--- src/hw/rtl/msca_pkg.sv ---
package msca_pkg;

    localparam int ID_W    = 16;
    localparam int DELAY_W = 16;
    localparam int REM_W   = 17;
    localparam int ENTRY_W = REM_W + ID_W;

    typedef enum logic [1:0] {
        KIND_SCHED  = 2'd0,
        KIND_CANCEL = 2'd1,
        KIND_TICK   = 2'd2,
        KIND_UNUSED = 2'd3
    } kind_t;

    typedef enum logic [1:0] {
        ST_OK       = 2'd0,
        ST_FULL     = 2'd1,
        ST_NOTFOUND = 2'd2,
        ST_RSVD     = 2'd3
    } status_t;

    typedef struct packed {
        logic [1:0]         kind;
        logic [DELAY_W-1:0] delay;
        logic [ID_W-1:0]    alarm_id;
    } cmd_item_t;

    typedef struct packed {
        logic [ID_W-1:0] result_id;
        logic            fired;
        logic [1:0]      status;
        logic            last;
    } res_item_t;

endpackage

--- src/hw/rtl/msca_ram.sv ---
module msca_ram #(
    parameter int WIDTH = 33,
    parameter int DEPTH = 16,
    parameter int AW    = (DEPTH > 1) ? $clog2(DEPTH) : 1
) (
    input  logic             clk,
    input  logic             we,
    input  logic [AW-1:0]    waddr,
    input  logic [WIDTH-1:0] wdata,
    input  logic             re,
    input  logic [AW-1:0]    raddr,
    output logic [WIDTH-1:0] rdata
);

    logic [WIDTH-1:0] mem [DEPTH];
    logic [WIDTH-1:0] rdata_reg;

    always_ff @(posedge clk)
    begin
        if (we)
        begin
            mem[waddr] <= wdata;
        end
        if (re)
        begin
            rdata_reg <= mem[raddr];
        end
    end

    assign rdata = rdata_reg;

endmodule

--- src/hw/rtl/msca_oreg.sv ---
module msca_oreg (
    input  logic                 clk,
    input  logic                 rst_n,
    input  logic                 push,
    input  msca_pkg::res_item_t  push_data,
    output logic                 push_free,
    output logic                 res_valid,
    input  logic                 res_stall,
    output msca_pkg::res_item_t  res
);

    import msca_pkg::*;

    logic      vld_reg;
    logic      vld_next;
    res_item_t data_reg;

    // free when empty or when the held item leaves this cycle
    assign push_free = !vld_reg || !res_stall;

    always_comb
    begin
        vld_next = vld_reg;
        if (push)
        begin
            vld_next = 1'b1;
        end
        else if (!res_stall)
        begin
            vld_next = 1'b0;
        end
    end

    always_ff @(posedge clk or negedge rst_n)
    begin
        if (!rst_n)
        begin
            vld_reg <= 1'b0;
        end
        else
        begin
            vld_reg <= vld_next;
        end
    end

    always_ff @(posedge clk)
    begin
        if (push)
        begin
            data_reg <= push_data;
        end
    end

    assign res_valid = vld_reg;
    assign res       = data_reg;

endmodule

--- src/hw/rtl/msca_ctrl.sv ---
module msca_ctrl #(
    parameter int SLOTS = 16,
    parameter int IDXW  = (SLOTS > 1) ? $clog2(SLOTS) : 1
) (
    input  logic                          clk,
    input  logic                          rst_n,
    input  logic                          cmd_valid,
    output logic                          cmd_stall,
    input  msca_pkg::cmd_item_t           cmd,
    output logic                          push,
    output msca_pkg::res_item_t           push_data,
    input  logic                          push_free,
    output logic                          mem_we,
    output logic [IDXW-1:0]               mem_waddr,
    output logic [msca_pkg::ENTRY_W-1:0]  mem_wdata,
    output logic                          mem_re,
    output logic [IDXW-1:0]               mem_raddr,
    input  logic [msca_pkg::ENTRY_W-1:0]  mem_rdata
);

    import msca_pkg::*;

    typedef enum logic [3:0] {
        S_IDLE  = 4'b0001,
        S_SCHED = 4'b0010,
        S_SCAN  = 4'b0100,
        S_DONE  = 4'b1000
    } state_t;

    localparam logic [IDXW-1:0] LAST_IDX = IDXW'(SLOTS - 1);

    state_t               state_reg, state_next;
    logic [SLOTS-1:0]     live_reg, live_next;
    logic [ID_W-1:0]      id_cnt_reg, id_cnt_next;
    logic                 scan_act_reg, scan_act_next;
    logic                 eval_vld_reg, eval_vld_next;
    logic                 pend_vld_reg, pend_vld_next;
    logic                 found_reg, found_next;

    logic [1:0]           kind_reg, kind_next;
    logic [DELAY_W-1:0]   delay_reg, delay_next;
    logic [ID_W-1:0]      cid_reg, cid_next;
    logic [IDXW-1:0]      scan_idx_reg, scan_idx_next;
    logic [IDXW-1:0]      eval_idx_reg, eval_idx_next;
    logic [ID_W-1:0]      pend_id_reg, pend_id_next;
    res_item_t            fin_reg, fin_next;

    logic                 hold;
    logic [ID_W-1:0]      new_id;
    logic [REM_W-1:0]     rd_rem;
    logic [ID_W-1:0]      rd_ident;

    assign new_id   = id_cnt_reg + ID_W'(1);
    assign rd_rem   = mem_rdata[ENTRY_W-1:ID_W];
    assign rd_ident = mem_rdata[ID_W-1:0];

    always_comb
    begin
        state_next    = state_reg;
        live_next     = live_reg;
        id_cnt_next   = id_cnt_reg;
        scan_act_next = scan_act_reg;
        eval_vld_next = eval_vld_reg;
        pend_vld_next = pend_vld_reg;
        found_next    = found_reg;
        kind_next     = kind_reg;
        delay_next    = delay_reg;
        cid_next      = cid_reg;
        scan_idx_next = scan_idx_reg;
        eval_idx_next = eval_idx_reg;
        pend_id_next  = pend_id_reg;
        fin_next      = fin_reg;

        hold      = 1'b0;
        push      = 1'b0;
        push_data = '0;
        mem_we    = 1'b0;
        mem_waddr = eval_idx_reg;
        mem_wdata = '0;
        mem_re    = 1'b0;
        mem_raddr = scan_idx_reg;
        cmd_stall = (state_reg != S_IDLE);

        case (state_reg)
            S_IDLE:
            begin
                if (cmd_valid)
                begin
                    kind_next     = cmd.kind;
                    delay_next    = cmd.delay;
                    cid_next      = cmd.alarm_id;
                    scan_idx_next = '0;
                    case (cmd.kind)
                        KIND_SCHED:
                        begin
                            state_next = S_SCHED;
                        end
                        KIND_CANCEL, KIND_TICK:
                        begin
                            state_next    = S_SCAN;
                            scan_act_next = 1'b1;
                            eval_vld_next = 1'b0;
                            pend_vld_next = 1'b0;
                            found_next    = 1'b0;
                        end
                        default:
                        begin
                            // unused kind: dropped, no result
                        end
                    endcase
                end
            end

            S_SCHED:
            begin
                if (!live_reg[scan_idx_reg])
                begin
                    mem_we                  = 1'b1;
                    mem_waddr               = scan_idx_reg;
                    mem_wdata               = {REM_W'(delay_reg), new_id};
                    live_next[scan_idx_reg] = 1'b1;
                    id_cnt_next             = new_id;
                    fin_next = '{result_id: new_id, fired: 1'b0,
                                 status: ST_OK, last: 1'b1};
                    state_next = S_DONE;
                end
                else if (scan_idx_reg == LAST_IDX)
                begin
                    fin_next = '{result_id: '0, fired: 1'b0,
                                 status: ST_FULL, last: 1'b1};
                    state_next = S_DONE;
                end
                else
                begin
                    scan_idx_next = scan_idx_reg + IDXW'(1);
                end
            end

            S_SCAN:
            begin
                // evaluate stage: entry read in the previous step
                if (eval_vld_reg && live_reg[eval_idx_reg])
                begin
                    if (kind_reg == KIND_CANCEL)
                    begin
                        if (rd_ident == cid_reg)
                        begin
                            live_next[eval_idx_reg] = 1'b0;
                            found_next              = 1'b1;
                        end
                    end
                    else if (rd_rem <= REM_W'(1))
                    begin
                        // a fired id is held back until the next one shows
                        // whether it is the final item
                        if (pend_vld_reg && !push_free)
                        begin
                            hold = 1'b1;
                        end
                        else
                        begin
                            if (pend_vld_reg)
                            begin
                                push      = 1'b1;
                                push_data = '{result_id: pend_id_reg, fired: 1'b1,
                                              status: ST_OK, last: 1'b0};
                            end
                            pend_id_next            = rd_ident;
                            pend_vld_next           = 1'b1;
                            live_next[eval_idx_reg] = 1'b0;
                        end
                    end
                    else
                    begin
                        mem_we    = 1'b1;
                        mem_waddr = eval_idx_reg;
                        mem_wdata = {rd_rem - REM_W'(1), rd_ident};
                    end
                end

                // read stage
                if (!hold)
                begin
                    mem_re        = scan_act_reg;
                    eval_vld_next = scan_act_reg;
                    eval_idx_next = scan_idx_reg;
                    if (scan_act_reg)
                    begin
                        if (scan_idx_reg == LAST_IDX)
                        begin
                            scan_act_next = 1'b0;
                        end
                        else
                        begin
                            scan_idx_next = scan_idx_reg + IDXW'(1);
                        end
                    end
                end

                if (!scan_act_reg && !eval_vld_reg)
                begin
                    if (kind_reg == KIND_CANCEL)
                    begin
                        fin_next = '{result_id: cid_reg, fired: 1'b0,
                                     status: found_reg ? ST_OK : ST_NOTFOUND,
                                     last: 1'b1};
                    end
                    else if (pend_vld_reg)
                    begin
                        fin_next = '{result_id: pend_id_reg, fired: 1'b1,
                                     status: ST_OK, last: 1'b1};
                    end
                    else
                    begin
                        fin_next = '{result_id: '0, fired: 1'b0,
                                     status: ST_OK, last: 1'b1};
                    end
                    state_next = S_DONE;
                end
            end

            S_DONE:
            begin
                if (push_free)
                begin
                    push       = 1'b1;
                    push_data  = fin_reg;
                    state_next = S_IDLE;
                end
            end

            default:
            begin
                state_next = S_IDLE;
            end
        endcase
    end

    always_ff @(posedge clk or negedge rst_n)
    begin
        if (!rst_n)
        begin
            state_reg    <= S_IDLE;
            live_reg     <= '0;
            id_cnt_reg   <= '0;
            scan_act_reg <= 1'b0;
            eval_vld_reg <= 1'b0;
            pend_vld_reg <= 1'b0;
            found_reg    <= 1'b0;
        end
        else
        begin
            state_reg    <= state_next;
            live_reg     <= live_next;
            id_cnt_reg   <= id_cnt_next;
            scan_act_reg <= scan_act_next;
            eval_vld_reg <= eval_vld_next;
            pend_vld_reg <= pend_vld_next;
            found_reg    <= found_next;
        end
    end

    always_ff @(posedge clk)
    begin
        kind_reg     <= kind_next;
        delay_reg    <= delay_next;
        cid_reg      <= cid_next;
        scan_idx_reg <= scan_idx_next;
        eval_idx_reg <= eval_idx_next;
        pend_id_reg  <= pend_id_next;
        fin_reg      <= fin_next;
    end

endmodule

--- src/hw/rtl/multi_slot_countdown_alarms.sv ---
// Table of SLOTS countdown alarms.
// cmd channel (cmd_valid / cmd_stall / cmd): one item per command: schedule,
// cancel or one-second tick. An item is taken when cmd_valid is high and
// cmd_stall low; kind 3 is taken and dropped without a result.
// res channel (res_valid / res_stall / res): schedule and cancel give one
// result item each; a tick gives one item per fired alarm in slot order, or a
// single empty item, with last set on the final one.
// Timing: a schedule searches the live bits one slot a cycle. Cancel and tick
// sweep the slot memory (one read port, one write port, registered read), one
// entry a cycle, except that a tick pauses while the output register cannot
// take a fired id. One item is in flight at a time: the next item is taken
// only once the current one has handed its final result to the output
// register; kind 3 leaves the block idle.
// A finished result sits in an output register, so the next item is taken
// while it waits. When res_stall holds off a tick's results the sweep pauses
// and resumes where it stopped; nothing is lost.
// Reset (rst_n, asynchronous, active low) frees every slot and zeroes the id
// counter; it takes effect at once, with no clearing pass.
module multi_slot_countdown_alarms #(
    parameter int SLOTS = 16
) (
    input  logic                 clk,
    input  logic                 rst_n,
    input  logic                 cmd_valid,
    output logic                 cmd_stall,
    input  msca_pkg::cmd_item_t  cmd,
    output logic                 res_valid,
    input  logic                 res_stall,
    output msca_pkg::res_item_t  res
);

    import msca_pkg::*;

    localparam int IDXW = (SLOTS > 1) ? $clog2(SLOTS) : 1;

    logic                push;
    res_item_t           push_data;
    logic                push_free;
    logic                mem_we;
    logic [IDXW-1:0]     mem_waddr;
    logic [ENTRY_W-1:0]  mem_wdata;
    logic                mem_re;
    logic [IDXW-1:0]     mem_raddr;
    logic [ENTRY_W-1:0]  mem_rdata;

    msca_ctrl #(
        .SLOTS (SLOTS),
        .IDXW  (IDXW)
    ) u_ctrl (
        .clk       (clk),
        .rst_n     (rst_n),
        .cmd_valid (cmd_valid),
        .cmd_stall (cmd_stall),
        .cmd       (cmd),
        .push      (push),
        .push_data (push_data),
        .push_free (push_free),
        .mem_we    (mem_we),
        .mem_waddr (mem_waddr),
        .mem_wdata (mem_wdata),
        .mem_re    (mem_re),
        .mem_raddr (mem_raddr),
        .mem_rdata (mem_rdata)
    );

    // entry: remaining count above, id below
    msca_ram #(
        .WIDTH (ENTRY_W),
        .DEPTH (SLOTS),
        .AW    (IDXW)
    ) u_slot_mem (
        .clk   (clk),
        .we    (mem_we),
        .waddr (mem_waddr),
        .wdata (mem_wdata),
        .re    (mem_re),
        .raddr (mem_raddr),
        .rdata (mem_rdata)
    );

    msca_oreg u_oreg (
        .clk       (clk),
        .rst_n     (rst_n),
        .push      (push),
        .push_data (push_data),
        .push_free (push_free),
        .res_valid (res_valid),
        .res_stall (res_stall),
        .res       (res)
    );

endmodule

--- config.mk ---
export PLATFORM = sky130hd
export DESIGN_NAME = multi_slot_countdown_alarms
export DESIGN_NICKNAME = d
export VERILOG_FILES = /design/src/hw/rtl/msca_pkg.sv /design/src/hw/rtl/msca_ram.sv /design/src/hw/rtl/msca_oreg.sv /design/src/hw/rtl/msca_ctrl.sv /design/src/hw/rtl/multi_slot_countdown_alarms.sv
export SDC_FILE = /design/constraint.sdc
export NUM_CORES = 1
export LEC_CHECK = 0
export BUFFER_PORTS_ARGS = -buffer_cell sky130_fd_sc_hd__buf_4
export CAP_MARGIN = 20
export CORE_MARGIN = 5
export CORE_UTILIZATION = 50
export CTS_CLUSTER_SIZE = 10
export DETAILED_ROUTE_END_ITERATION = 8
export HOLD_SLACK_MARGIN = 0.03
export PLACE_DENSITY = 0.66
export SETUP_SLACK_MARGIN = 0.02
export SYNTH_ARGS = -nofsm -noshare
export SYNTH_HDL_FRONTEND = slang
export SYNTH_SLANG_ARGS = --single-unit
--- constraint.sdc ---
create_clock -name clk -period 4.3 [get_ports clk]
set_clock_uncertainty 0.2 [all_clocks]
set_input_delay 0.86 -clock clk [delete_from_list [all_inputs] [get_ports clk]]
set_output_delay 0.86 -clock clk [all_outputs]
set_load 0.01 [all_outputs]
==> out/metrics.csv <==
stage,metric,value,unit
global_routing,grt_max_degree,141,
floorplan,die_w,248,microns
run_status,status,"finished, final reports clean",
logic_synthesis,ys_seq_area_share,73.5,%
worst_setup_path,critical_path_class,flop to flop,
cells_and_area,largest_reg_flops,528,
logic_synthesis,syn_avg_cell_area,19.0,sq um
global_routing,grt.overflow.total,0,
min_path,hp-class,input port to asynchronous set/reset pin,
cells_and_area,multi_input_area,0.00726,sq mm
worst_setup_path,worst_ep_arrival_time,3.97,ns
logic_synthesis,synth_edf_count,658,
cells_and_area,seqCellArea,0.0208,sq mm
cells_and_area,n_fill_cell,4183,
place,hpwl,37500,microns
power_and_ir_drop,p_clk_share,37.9,%
logic_synthesis,postSynth.asyncResetShare,5.87,%
power_and_ir_drop,ir_drop,0.000381,V
place,placed_cell_area,0.0302,sq mm
power_and_ir_drop,internal_power,12.0,mW
timing,slew_headroom,30.5,%
logic_synthesis,synth_nets,1532,
routing,route.detailed.drc,0,
power_and_ir_drop,total_power,15.6,mW
cells_and_area,final_common_cell,edfxtp_1,
power_and_ir_drop,comb_power_share,12.9,%
routing,viasPerCell,6.10,
timing,fin_ws,0.485,ns
power_and_ir_drop,powerDensity,481,mW/mm^2
cells_and_area,area_growth,15.0,%
timing,setup_violations,0,
worst_setup_path,path_cells,mux2_1 > mux4_2 > o22a_1 > a21oi_1 > a21oi_4 > buf_12,
power_and_ir_drop,p_sw_share,23.5,%
worst_setup_path,cp-end-kind,flop,
logic_synthesis,ys.flop_type,edfxtp_1,
timing,tns,0,ns
timing,timing.fmax,262,MHz
worst_setup_path,slowest_delay,0.81,ns
floorplan,die-area,0.0614,sq mm
power_and_ir_drop,p_seq_share,49.2,%
clocking,cts_tree,done,
job,cap_violations,0,
global_routing,grt_pass1_wl,95700,microns
routing,ant_nets,0,
logic_synthesis,netlist_area,0.0283,sq mm
worst_setup_path,cp_slowest_cell,a21oi_1,
timing,final_hold_viol_count,0,
global_routing,grt_antenna_before_repair,0,
place,dp_cells,2296,
timing,period_share,88.7,%
clocking,clk_pin_slew,0.06,ns
cells_and_area,layout_common_cells,"edfxtp_1, mux4_2, buf_4",
clocking,cts.sinks,699,
timing,rsz0062_at_grt,false,
timing,max_slew.worst_pin.slew,1.04,ns
timing,maxSlewViolCount,0,
worst_setup_path,setup.worst_path.start_class,flop,
clocking,root_buffer,clkbuf_16,
clocking,cts_htree_levels,3,
routing,drt_iter0_drc,1441,
global_routing,grt_pass1_vias,15140,
logic_synthesis,ys_ff_latch,699,
routing,vias,14718,
clocking,cts_setup_buffers,0,
cells_and_area,fin_cells,2412,
place,dpl_worst_slack,0.548,ns
routing,wirelength,62700,microns
place,portBuffers,59,
logic_synthesis,ys_types,61,
cells_and_area,fin_util,57.9,%
cells_and_area,antenna_cells,0,
floorplan,die_h,248,microns
floorplan,rows,87,
clocking,cts_buffer_depth,3,
timing,holdWs,0.0355,ns
global_routing,grt.total_usage,20.9,%
floorplan,design.portCount,60,
floorplan,start_util,50.3,%
timing,min_period,3.82,ns
logic_synthesis,synthCells,1486,
worst_setup_path,critPathRequiredTime,4.46,ns
worst_setup_path,critPathMaxFanout,19,
clocking,cts_made_buffers,80,
routing,avgRoutedWirePerCell,26.0,microns
power_and_ir_drop,p_leak,11.2,nW
clocking,cts_hold_buf,0,
cells_and_area,drive_above_1_share,26.3,%
power_and_ir_drop,p_sw,3.68,mW
routing,dr.pass1.iters,5,
cells_and_area,fin_nets,1674,
floorplan,coreArea,0.0562,sq mm
clocking,clock_latency,0.61,ns
place,place.gp.congestion,0.886,
clocking,cts_resized,0,
logic_synthesis,yosysWarnings,0,
cells_and_area,stdcell_area,0.0325,sq mm
## logic make-up (layout without fill, tap and decap cells)
logic type | Yosys count | after routing | share of synthesized area (%)
muxes | 184 | 184 | 14.0
adders and majority gates | 8 | 8 | 0.354
DFF | 699 | 699 | 73.5
AOI/OAI and AO/OA | 195 | 195 | 4.32
xor gates and xnor gates | 61 | 61 | 1.89
and+or+nand+nor | 247 | 247 | 4.45
buffers and inverters | 92 | 262 | 1.44
## cells in the mapped netlist, types with 4 or more instances
| cell type | count | area share, % |
|---|---|---|
| nor3_1 | 15 | 0.27 |
| nor2_1 | 46 | 0.61 |
| nand3_1 | 45 | 0.80 |
| mux4_2 | 167 | 13 |
| mux2_2 | 5 | 0.20 |
| nand4_1 | 7 | 0.15 |
| buf_1 | 9 | 0.12 |
| o21ai_0 | 62 | 1.1 |
| a22oi_1 | 16 | 0.43 |
| edfxtp_1 | 658 | 70 |
| a21oi_1 | 51 | 0.90 |
| nor2b_1 | 7 | 0.15 |
| a211oi_1 | 16 | 0.43 |
| mux2_1 | 4 | 0.16 |
| xnor2_1 | 29 | 0.90 |
| clkbuf_1 | 46 | 0.61 |
| buf_6 | 4 | 0.16 |
| buf_2 | 20 | 0.35 |
| mux2i_1 | 7 | 0.25 |
| and3_1 | 10 | 0.22 |
| dfrtp_1 | 40 | 3.5 |
| o211ai_1 | 8 | 0.21 |
| nor4_1 | 10 | 0.22 |
| o2bb2ai_1 | 14 | 0.43 |
| xor2_1 | 32 | 0.99 |
| inv_1 | 11 | 0.15 |
| nand2_1 | 75 | 1.0 |
| nand2b_1 | 8 | 0.18 |
| ha_1 | 8 | 0.35 |
## layer usage
metal  vias to the layer above  share of wire, %  global-route usage [%]
met5                         -                 0                       0
met4                         0               2.1                    5.22
met3                       101               6.2                    4.22
met2                       492                48                    33.4
met1                      7788                43                    30.1
li1                       6337                 -                       -
## critical path, delay by kind of cell, from the launching register on
kind	cells	cell delay, ns
flip-flops	1	0.61
buffers and inverters	1	0.28
AO/OA/AOI/OAI	3	1.40
multiplexers	2	1.04
## power by group through the flow
| stage | logic, mW | clock network, mW | registers (mW) |
|---|---|---|---|
| final | 2.02 | 5.93 | 7.69 |
| after global routing | 2.18 | 6.36 | 7.69 |
| after CTS | 2.05 | 6.06 | 7.68 |
| after detailed placement | 2.05 | 0 | 7.82 |
| after global placement | 2.04 | 0 | 7.82 |
| after floorplan | 1.55 | 0 | 7.75 |
## final timing paths
kind	cells after the start	startpoint	endpoint	slack [ns]
max	6	u_ctrl.mem_raddr[1]	u_slot_mem.mem[1][13]	0.48
min	1	rst_n	u_ctrl.live_reg[15]	0.04
max reg2reg	6	u_ctrl.mem_raddr[1]	u_slot_mem.mem[1][13]	0.48
min reg2reg	1	u_ctrl.id_cnt_reg[15]	u_ctrl.id_cnt_reg[15]	0.30
max in group asynchronous	1	rst_n	u_ctrl.id_cnt_reg[1]	3.47
min in group clk	1	cmd[5]	u_ctrl.cid_reg[5]	0.22
## area by class of cell
cell class	instances	area share, %
timing repair buffer	141	3.87
tap	756	2.91
inverter	11	0.127
sequential	699	64.0
clock buffer	107	6.66
clock inverter	3	0.123
multi-input combinational	695	22.3
Note: power is estimated with default switching activity, not from simulation.
